$ cat src/hw/rtl/nrsh_ram.sv
// Generic simple dual-port RAM: one write port, one read port with registered data.
// No dependencies.
module nrsh_ram #(
  parameter int WIDTH = 8,
  parameter int DEPTH = 2,
  localparam int AW = (DEPTH > 1) ? $clog2(DEPTH) : 1
) (
  input  logic             clk,
  input  logic             we,
  input  logic [AW-1:0]    waddr,
  input  logic [WIDTH-1:0] wdata,
  input  logic [AW-1:0]    raddr,
  output logic [WIDTH-1:0] rdata
);

  logic [WIDTH-1:0] mem [DEPTH];
  logic [WIDTH-1:0] rdata_r;

  always_ff @(posedge clk) begin
    if (we) begin
      mem[waddr] <= wdata;
    end
    rdata_r <= mem[raddr];
  end

  assign rdata = rdata_r;

endmodule

$ cat config.mk
export PLATFORM = sky130hd
export DESIGN_NAME = nrsh_ram
export DESIGN_NICKNAME = d
export VERILOG_FILES = /design/src/hw/rtl/nrsh_ram.sv
export SDC_FILE = /design/constraint.sdc
export NUM_CORES = 1
export LEC_CHECK = 0
export CAP_MARGIN = 20
export CORE_MARGIN = 1.5
export CORE_UTILIZATION = 57
export DETAILED_ROUTE_END_ITERATION = 10
export DONT_BUFFER_PORTS = 1
export PLACE_DENSITY = 0.68
export REMOVE_ABC_BUFFERS = 1
export SYNTH_ARGS = -nofsm -noshare
export SYNTH_HDL_FRONTEND = slang
export SYNTH_SLANG_ARGS = --single-unit
$ cat constraint.sdc
create_clock -name clk -period 1.1 [get_ports clk]
set_clock_uncertainty 0.05 [all_clocks]
set_input_delay 0.055 -clock clk [delete_from_list [all_inputs] [get_ports clk]]
set_output_delay 0.055 -clock clk [all_outputs]
set_load 0.01 [all_outputs]
**Yosys cells after proc, flatten, opt, wreduce, memory -nomap -nowiden**

Memories as Yosys holds them, arrays and structs flattened. A register that Yosys moved wholly into a read port is not among the register bits.
Cells that the tools add are included.
W data, S select, Z words.

- Bits in registers: 0
- Bits in writable memories: 16
- Bits of input ports: 12
- Output and inout bits: 8
- Logic and storage cells: 3
- Memories kept: 1

Memory list:

| memory | depth | width | rd ports | clocked after Yosys merged registers in | write ports | line | text |
|---|---|---|---|---|---|---|---|
| mem | 2 | 8 | 1 | 1 | 1 | 16 | `logic [WIDTH-1:0] mem [DEPTH];` |

- Mux-type cells: 2

Operators with widths:

| operator | number |
|---|---|
| $mux W1 | 2 |

**Depth between registers and ports, before layout**

- Depth after elaboration: 2
- Depth in mapped cells: 2
- Depth with buffers taken out: 1

**Worst setup path before layout**

OpenSTA, ideal clock, no wires.

- Path type: input-to-reg
- Start point: input we
- End point: memory mem[0][0], enable pin
- Setup time: 0.373 ns
- Arrival: 0.475 ns
- Slack: 0.202 ns
- Stages: 1
- Path buffers: 0
- Cell sequence: nor2b_1

- Word-level cells in the longest chain between the ends: 2

Ends and longest elaborated chain:

| what | line | text |
|---|---|---|
| from (decl) | 9 | `input logic we,` |
| $mux W1 | 20 | `if (we) begin` |
| $mux W1 (not written as such) | 21 | `mem[waddr] <= wdata;` |
| to (decl) | 16 |  |

No other way between the ends.

**Worst setup path in the final report**

- Start point: memory mem[0][2]
- End point: register rdata_r[2], in the netlist rdata[2], read port of mem

RTL lines:

| what | line | text |
|---|---|---|
| to (decl) | 17 | `logic [WIDTH-1:0] rdata_r;` |

No word-level cell between the ends.

==> results by group <==
Pwr
  • Leak pwr: 0.3473 nW
  • P per Cell Area: 1658 mW/mm^2
  • Peak VDD IR: 1.130 mV

Run
  • Maxcap violations: 0

Setup path
  • Cell count along the critical path: 1
  • Reg-to-reg slack, setup: 0.30 ns
  • Critical path class: reg -> reg
  • Startpoint class of the critical path: flip-flop
  • Slowest stage delay, CP: 0.39 ns
  • CP cell instances: mux2_4
  • Slowest cell on crit path: edfxtp_1
  • Buf+Inv Stages, Crit Path: 0
  • Maximum fanout along the worst path: 1
  • Crit path DAT: 0.95 ns
  • WP data required: 1.25 ns
  • Kind of cell adding the most delay to the critical path: flip-flops
  • R2R depth: 1
  • Endpoint class of the critical path: flip-flop

Synth
  • Synth unique cells: 6
  • Yosys reg bits: 24
  • Post-synthesis adder-cell area fraction: 0%
  • Main combinational cell family by area after synthesis: multiplexers
  • Mapped Avg Cell Area: 22.41 um^2
  • Compound-Gate Fraction of Synth Area: 0%
  • Post-synthesis cell area: 784.5 um^2
  • Post-synthesis sequential area ratio: 81.66%
  • Xor/xnor share of the synthesized area: 0%
  • Simple-Gate Fraction of Synth Area: 1.595%
  • Cells after Synth: 35
  • Synth warnings: 0
  • Largest area contributor in the netlist: edfxtp_1
  • Largest cells by area after synthesis: edfxtp_1 (61%), dfxtp_1 (20%), mux2_4 (15%)
  • Share of the synthesized area in the top cell type: 61.24%
  • Mux cell area share after synthesis: 15.31%

Place
  • Routability cong.: 0.5912
  • Pre-CTS WS: 0.3041 ns
  • Placed cell areas: 807.0 um^2
  • HPWL Detailed: 573.9 um
  • # port buffers: 0

Timing
  • Fin. max-slew vios: 0
  • Fmax: 1245 MHz
  • Final period util: 73.00%
  • Final worst slack: 0.2970 ns
  • Worst slew pin tran: 0.3581 ns
  • Relative slew slack: 76.12%
  • Fin crit period: 0.8030 ns
  • Setup_tns: 0 ns
  • Unrepaired setup endpoints after global routing: no
  • Final Hold Fails: 8
  • Hold Slack: -0.1502 ns
  • Final setup viols: 0

Detailed routing
  • Final WL: 883 um
  • 1st-pass router iterations: 2
  • Initial DRC Count: 5
  • DRC Markers: 0
  • DR vias/cell: 5.270
  • Detail Route Antenna Nets: 0
  • Routed len/inst: 14.02 um
  • Total number of vias: 332

Final layout
  • Fillers: 87
  • Ant. Diodes: 0
  • Reg area: 640.6 um^2
  • Multi-input gate area: 132.6 um^2
  • Syn-to-layout area delta: 16.43%
  • Final nets: 61
  • Final Cell Area: 913.4 um^2
  • Share of cells above drive strength 1: 27.08%

Floorplanning
  • Height of the die: 40.10 um
  • Full die area: 0.001608 mm^2
  • IO Pins: 20
  • Num rows: 13
  • Initial core utilization: 61.05%
  • Core ar.: 0.001285 mm^2
  • Die W: 40.10 um

CTS
  • H-Tree Depth: 1
  • Clock transition at path regs: 0.11 ns
  • TritonCTS clock tree: yes
  • Worst skew pair latency: 0.30 ns
  • Postcts setup bufs: 0
  • CTS buffer count: 3
  • Cts repair resizes: 0
  • Clock Path Buffers: 2
  • Root buf cell: clkbuf_4
  • Hold_buf cts: 8
  • Clock sinks: 24

GRT
  • Number of antenna violations at the first check in global routing: 0
  • GRT Resource Usage Total: 13.60%
  • First-pass GRT wire length: 1228 um
  • Largest net degree at the start of global routing: 14
  • Vias in the first global route: 332
  • Grt ovf: 0

Outcome
  • Status: finished with violations
  • Failing checks: hold timing

Hold path
  • Hold Crit Class: in -> reg
  • WHS Path Cells: 1
layout by cell type (no fill, tap or decap):
master / n
and2_1: 1
dlygate4sd3_1: 8
buf_4: 2
edfxtp_1: 16
nor2b_1: 1
clkinv_1: 1
mux2_4: 8
dfxtp_1: 8
clkbuf_4: 3
per-layer routing:
layer	vias up	global-route usage [%]	share of wire (%)
li1	154	-	-
met1	161	12.93	34
met2	15	22.18	59
met3	2	5.000	6.0
met4	0	12.93	0.68
met5	-	0	0
through the flow:
| stage | cells | total power [mW] | utilization, % |
|---|---|---|---|
| 2_1_floorplan | 34 | 1.134 | - |
| 3_3_place_gp | 51 | 1.147 | 62.80 |
| 3_5_place_dp | 51 | 1.152 | 62.80 |
| 4_1_cts | 63 | 1.528 | 71.08 |
| 5_1_grt | 63 | 1.578 | 71.08 |
| 6_report | 63 | 1.514 | 71.08 |
cell usage after synthesis:
master / count
edfxtp_1: 16
dfxtp_1: 8
mux2_4: 8
and2_1: 1
buf_6: 1
nor2b_1: 1
state kept, by name, indices dropped and copies added, names as in the netlist:
signal  count
mem        16
rdata       8
final timing paths:
| kind | start | endpoint |
|---|---|---|
| worst max register to register | mem[0][2] | rdata[2] |
| worst max-delay path | mem[0][2] | rdata[2] |
| worst min-delay path | raddr | rdata[0] |
| worst min register to register | mem[1][0] | rdata[0] |
cell families (layout without fill, tap and decap cells):
kind of cell	count (synthesis)	after routing
buf+inv	1	14
simple gates	2	2
flops	24	24
mux	8	8
report_power, final:
part           switching [mW]  leakage [nW]  total [mW]  internal (mW)
clock network           0.228        0.0154       0.360          0.132
logic                  0.0245         0.114      0.0892         0.0648
registers              0.0321         0.218        1.06           1.03
cell type report:
type,instances,area share [%]
Clock buffer,3,2.466
Clock inverter,1,0.4110
Multi-Input combinational cell,10,14.52
Sequential cell,24,70.14
Tap cell,15,2.055
Timing Repair Buffer,10,10.41
Power figures use the tool's default switching activity.
