[src/hw/rtl/nrsh_pkg.sv]
// Shared types, constants and helper functions for the nearest ray-sphere hit block.
// Used by the top level, the iterative shift-subtract unit and the multiplier.
package nrsh_pkg;

  localparam int MAX_SPHERES_DEF = 1024;
  localparam logic [31:0] RADIUS_SQ_RESET = 32'd65536;
  // Squared length at or below this (LSB 2^-32) is a segment of length <= 0.0001.
  localparam logic [63:0] SHORT_L2_MAX = 64'd42;

  localparam int MUL_W = 35;
  localparam int PROD_W = 2 * MUL_W;
  localparam int ENTRY_W = 97;   // valid bit and three 32-bit centre coordinates

  localparam logic [1:0] KIND_WRITE = 2'd0;
  localparam logic [1:0] KIND_CLEAR = 2'd1;
  localparam logic [1:0] KIND_QUERY = 2'd2;
  // The one unused code; such items are dropped without a result.
  localparam logic [1:0] KIND_SPARE = 2'd3;

  localparam logic [5:0] SQRT_STEPS = 6'd32;
  localparam logic [5:0] DIV_STEPS = 6'd48;
  localparam logic [63:0] SQRT_BIT0 = 64'h4000_0000_0000_0000;

  typedef enum logic {
    ITER_SQRT = 1'b0,
    ITER_DIV  = 1'b1
  } iter_op_t;

  typedef struct packed {
    logic     start;
    iter_op_t op;
  } iter_req_t;

  function automatic logic signed [35:0] sx36(input logic signed [31:0] v);
    return {{4{v[31]}}, v};
  endfunction

  function automatic logic signed [31:0] sat32(input logic signed [35:0] v);
    logic signed [31:0] r;
    if (!v[35] && (v[34:31] != 4'h0)) begin
      r = 32'sh7FFF_FFFF;
    end else if (v[35] && (v[34:31] != 4'hF)) begin
      r = 32'sh8000_0000;
    end else begin
      r = v[31:0];
    end
    return r;
  endfunction

endpackage

[src/hw/rtl/nrsh_mul.sv]
// Shared signed multiplier with a registered product.
// Depends on nrsh_pkg for the operand width.
module nrsh_mul (
  input  logic                               clk,
  input  logic signed [nrsh_pkg::MUL_W-1:0]  a,
  input  logic signed [nrsh_pkg::MUL_W-1:0]  b,
  output logic signed [nrsh_pkg::PROD_W-1:0] p
);
  import nrsh_pkg::*;

  logic signed [PROD_W-1:0] p_r;

  always_ff @(posedge clk) begin
    p_r <= a * b;
  end

  assign p = p_r;

endmodule

[config.mk]
export PLATFORM = sky130hd
export DESIGN_NAME = nrsh_mul
export DESIGN_NICKNAME = d
export VERILOG_FILES = /design/src/hw/rtl/nrsh_pkg.sv /design/src/hw/rtl/nrsh_mul.sv
export SDC_FILE = /design/constraint.sdc
export NUM_CORES = 2
export LEC_CHECK = 0
export ABC_AREA = 1
export BUFFER_PORTS_ARGS = -buffer_cell sky130_fd_sc_hd__buf_2
export CELL_PAD_IN_SITES_DETAIL_PLACEMENT = 1
export CELL_PAD_IN_SITES_GLOBAL_PLACEMENT = 2
export CORE_ASPECT_RATIO = 1.4
export CORE_UTILIZATION = 40
export DETAILED_ROUTE_END_ITERATION = 7
export GPL_TIMING_DRIVEN = 0
export HOLD_SLACK_MARGIN = 0.15
export PLACE_DENSITY = 0.89
export SYNTH_ARGS = -nofsm -noshare
export SYNTH_HDL_FRONTEND = slang
export SYNTH_SLANG_ARGS = --single-unit
[constraint.sdc]
create_clock -name clk -period 9 [get_ports clk]
set_input_delay 0.45 -clock clk [delete_from_list [all_inputs] [get_ports clk]]
set_output_delay 0.45 -clock clk [all_outputs]
set_load 0.005 [all_outputs]
# Yosys cells after proc, flatten, opt, wreduce, memory -nomap -nowiden
# Cells that the tools add are included.
[classes]
multipliers = 1
[op_table]
columns = ["cell", "n"]
rows = [
  ["multiplier 35 x 35 -> 70 bit", 1],
]
[totals]
ff_bits = 70
inputBits = 71

# Longest topological paths before layout
[depth]
depth_word = 1
mapped_depth = 35
depth_no_buf = 33

# Worst setup path before layout
# OpenSTA, ideal clock, no wires.
[synth_path]
path_type = "input port to flip-flop"
start = "in a[34] (netlist name)"
end = "reg p_r[64], in the netlist p[64]"
arrival_ns = 7.348
t_required_ns = 8.888
slack_ns = 1.539
path_stages = 26
path_buffers = 2
path_cell_list = "clkbuf_1 -> clkbuf_1 -> nand2_1 -> inv_1 -> fa_1 -> fa_1 -> fa_1 -> inv_1 -> fa_1 -> inv_1 -> fa_1 -> fa_1 -> fa_1 -> inv_1 -> fa_1 -> inv_1 -> ha_1 -> nand2_1 -> inv_1 -> nand2_1 -> nor2_1 -> inv_1 -> nor4_1 -> nand2_1 -> nand3_1 -> nand2_1"
[synth_via]
elab_chain_cells = 1
[synth_rtl]
columns = ["element", "line", "rtl"]
rows = [
  ["start, declared", "nrsh_mul.sv:5", "input logic signed [nrsh_pkg::MUL_W-1:0] a,"],
  ["multiplier 35 x 35 -> 70 bit", "nrsh_mul.sv:14", "p_r <= a * b;"],
  ["end signal, assigned", "nrsh_mul.sv:14", ""],
  ["end, declared", "nrsh_mul.sv:11", "logic signed [PROD_W-1:0] p_r;"],
]
# Every way passes these cells.

# Worst setup path in the final report
[layout_path]
start = "in b[14] (netlist name)"
end = "reg p_r[49], in the netlist p[49]"
[layout_via]
elab_chain_cells = 1
[layout_rtl]
columns = ["element", "line", "rtl"]
rows = [
  ["start, declared", "nrsh_mul.sv:6", "input logic signed [nrsh_pkg::MUL_W-1:0] b,"],
  ["multiplier 35 x 35 -> 70 bit", "nrsh_mul.sv:14", ""],
]
# Every way passes these cells.

==> impl_metrics.json <==
{
  "synthDistinctLibCells": 31,
  "antenna_found_initial": 8,
  "finalMaxSlewViolations": 0,
  "ant_nets": 0,
  "worst_setup_path_start_kind": "primary input",
  "clk_pin_slew_ps": 60,
  "setup_violations": 0,
  "worstMarginPinSlew_ps": 1470,
  "placed_area_sq_um": 50200,
  "dr.pass1.iters": 7,
  "crit_family": "adder cells",
  "worstHoldEndpoint": "p[0]$_DFF_P_",
  "end_kind": "register",
  "async_flop_share": 0,
  "syn_inst": 6113,
  "num_io_pins": 141,
  "crit_type": "primary input to register",
  "hold_class": "primary input to register",
  "required_ps": 9220,
  "netlist_area_sq_um": 47900,
  "slew_headroom": 0.0192,
  "synth_top_area_frac": 0.548,
  "final_hold_viol_count": 0,
  "num_vias": 39400,
  "io_buffers": 71,
  "grt.total_usage": 0.348,
  "drv_cap": 0,
  "area_growth_pct": 5.82,
  "wl_per_cell_um": 26.1,
  "seq_area_frac_synth": 0.0293,
  "synth_edf_count": 0,
  "fin_area_sq_um": 50600,
  "nNetsFinal": 7791,
  "synth-main-ff-cell": "dfxtp_1",
  "grt_pass1_vias": 44900,
  "numCtsBuffers": 9,
  "cts-root-buf": "clkbuf_16",
  "syn_nets": 7702,
  "ys_ff_latch": 70,
  "syn_area_per_cell_sq_um": 7.83,
  "path_common_cell": "fa_1",
  "crit_fanout": 10,
  "fmax_mhz": 112,
  "finalWirelength_mm": 203,
  "drive_above_1_share": 0.0234,
  "hold_path_depth": 3,
  "post-route-period-util": 0.990,
  "largest_reg_flops": 70,
  "drc": 0,
  "cts_sinks": 70,
  "hold_buffers": 0,
  "crit_path_top_delay_cell": "clkbuf_1",
  "detailedRoute.firstIterationViolations": 2491,
  "status": "complete, no violations",
  "ys_top_cells_by_area": "fa_1, inv_1, nand2_1, ha_1, dfxtp_1",
  "die_h_um": 411,
  "min_period_ps": 8910,
  "hpwl_mm": 179,
  "cts_tree": "built",
  "gp_congestion": 1.04,
  "core.rowCount": 149,
  "critPathBufInv": 8,
  "utilization": 0.429,
  "hp-start": "b[0]",
  "core_area_sq_um": 118000,
  "cp_slowest_stage_delay_ps": 1070,
  "grt_max_degree": 23,
  "cts_max_level": 3,
  "clk_path_buf_depth": 2,
  "routed_via_density": 5.06,
  "path_cells": "clkdlybuf4s15_1 > clkbuf_1 > nand2_1 > inv_1 > fa_1 > fa_1 > inv_1 > fa_1 > inv_1 > fa_1 > fa_1 > fa_1 > fa_1 > inv_1 > fa_1 > inv_1 > ha_1 > nand2_1 > nor2_1 > inv_2 > o21bai_1 > a21oi_1 > nand3_1 > xor2_1",
  "grt_pass1_wl_mm": 299,
  "ys_warn_count": 0,
  "grt_remaining_overflow": 0,
  "rsz0062_at_grt": "no",
  "start_util": 0.405,
  "dieArea_sq_um": 121000,
  "die_w_um": 294,
  "synth_top_area_cell": "fa_1",
  "crit_cells": 24,
  "arrival_ps": 9130
}
[per-stage QoR]
step | std cells | TNS [ps] | hold slack [ps] | setup slack [ps]
3_5_place_dp | 7771 | -10180 | 826 | -732
4_1_cts | 7788 | 0 | 540 | 32.8
3_3_place_gp | 7769 | -11940 | 828 | -889
6_report | 7794 | 0 | 539 | 90.5
5_1_grt | 7792 | 0 | 571 | 12.2
2_1_floorplan | 6113 | 0 | 734 | 1540
[metal layers]
layer,GRT usage,vias to the layer above,part of all wire
li1,-,16600,-
met1,0.392,20600,0.35
met2,0.591,1603,0.49
met3,0.0495,609,0.066
met4,0.276,0,0.10
met5,0,-,0
[layout make-up]
type	instances	area, sq um
Timing Repair Buffer	78	445
Fill cell	14700	67500
Antenna cell	3	7.51
Multi-Input combinational cell	3677	37600
Sequential cell	70	1400
Clock inverter	6	87.6
Inverter	2087	7840
Clock buffer	9	225
Buffer	279	1070
Tap cell	1585	1980
[synth_stat cells, types with 5 or more instances]
library cell,number
dfxtp_1,70
nand3_1,66
nor3_1,13
ha_1,207
a21oi_1,65
inv_1,2079
or2_2,7
nand4_1,14
o21ai_0,19
clkbuf_1,278
xnor2_1,5
fa_1,1311
xor2_1,34
nand2_1,1751
inv_2,6
nand2_2,9
nor2_1,135
o21bai_1,13
nor2_2,6
nand3_2,5
[repair_timing]
item | CTS | global route
pin swaps | 0 | 0
resized for setup | 7 | 6
buffers inserted | 2 | 3
endpoints found under the setup margin | 16 | 16
[kinds of logic (layout without fill, tap and decap cells)]
family,after synthesis,in the layout,synth area share
buf+inv,2366,2459,0.186
simple gates,2021,2021,0.164
flops,70,70,0.0293
other cells,0,3,0
fa+ha+maj,1518,1518,0.602
xor+xnor,39,39,0.00714
compound gates,99,99,0.0112
[worst max path at each step]
stage	slack, ps	start	endpoint
after floorplan	1540	a[34]	p[64]$_DFF_P_
after global placement	-890	a[34]	p[62]$_DFF_P_
after detailed placement	-730	a[34]	p[62]$_DFF_P_
after CTS	30	a[34]	p[62]$_DFF_P_
after global routing	10	b[19]	p[61]$_DFF_P_
final	90	b[14]	p[49]$_DFF_P_
[placed cells by master (no fill, tap or decap), types with 4 or more instances in the layout]
cell and n:
o21bai_1 13, buf_4 4, clkbuf_2 7, a21oi_1 65, xor2_1 34, nor2_1 135
nand3_2 5, clkbuf_1 269, ha_1 207, o21ai_0 19, buf_2 71, inv_2 6
xnor2_1 5, nand3_1 66, nand2_2 9, dfxtp_1 70, nor3_2 4, nor3_1 13
fa_1 1308, nand2_1 1751, or2_2 7, inv_1 2077, nor2_2 6, nand4_1 14
clkbuf_16 9
Power is left out: the tool's default activity adds up to more than one toggle a clock period on the data nets, which glitch-free logic cannot reach.
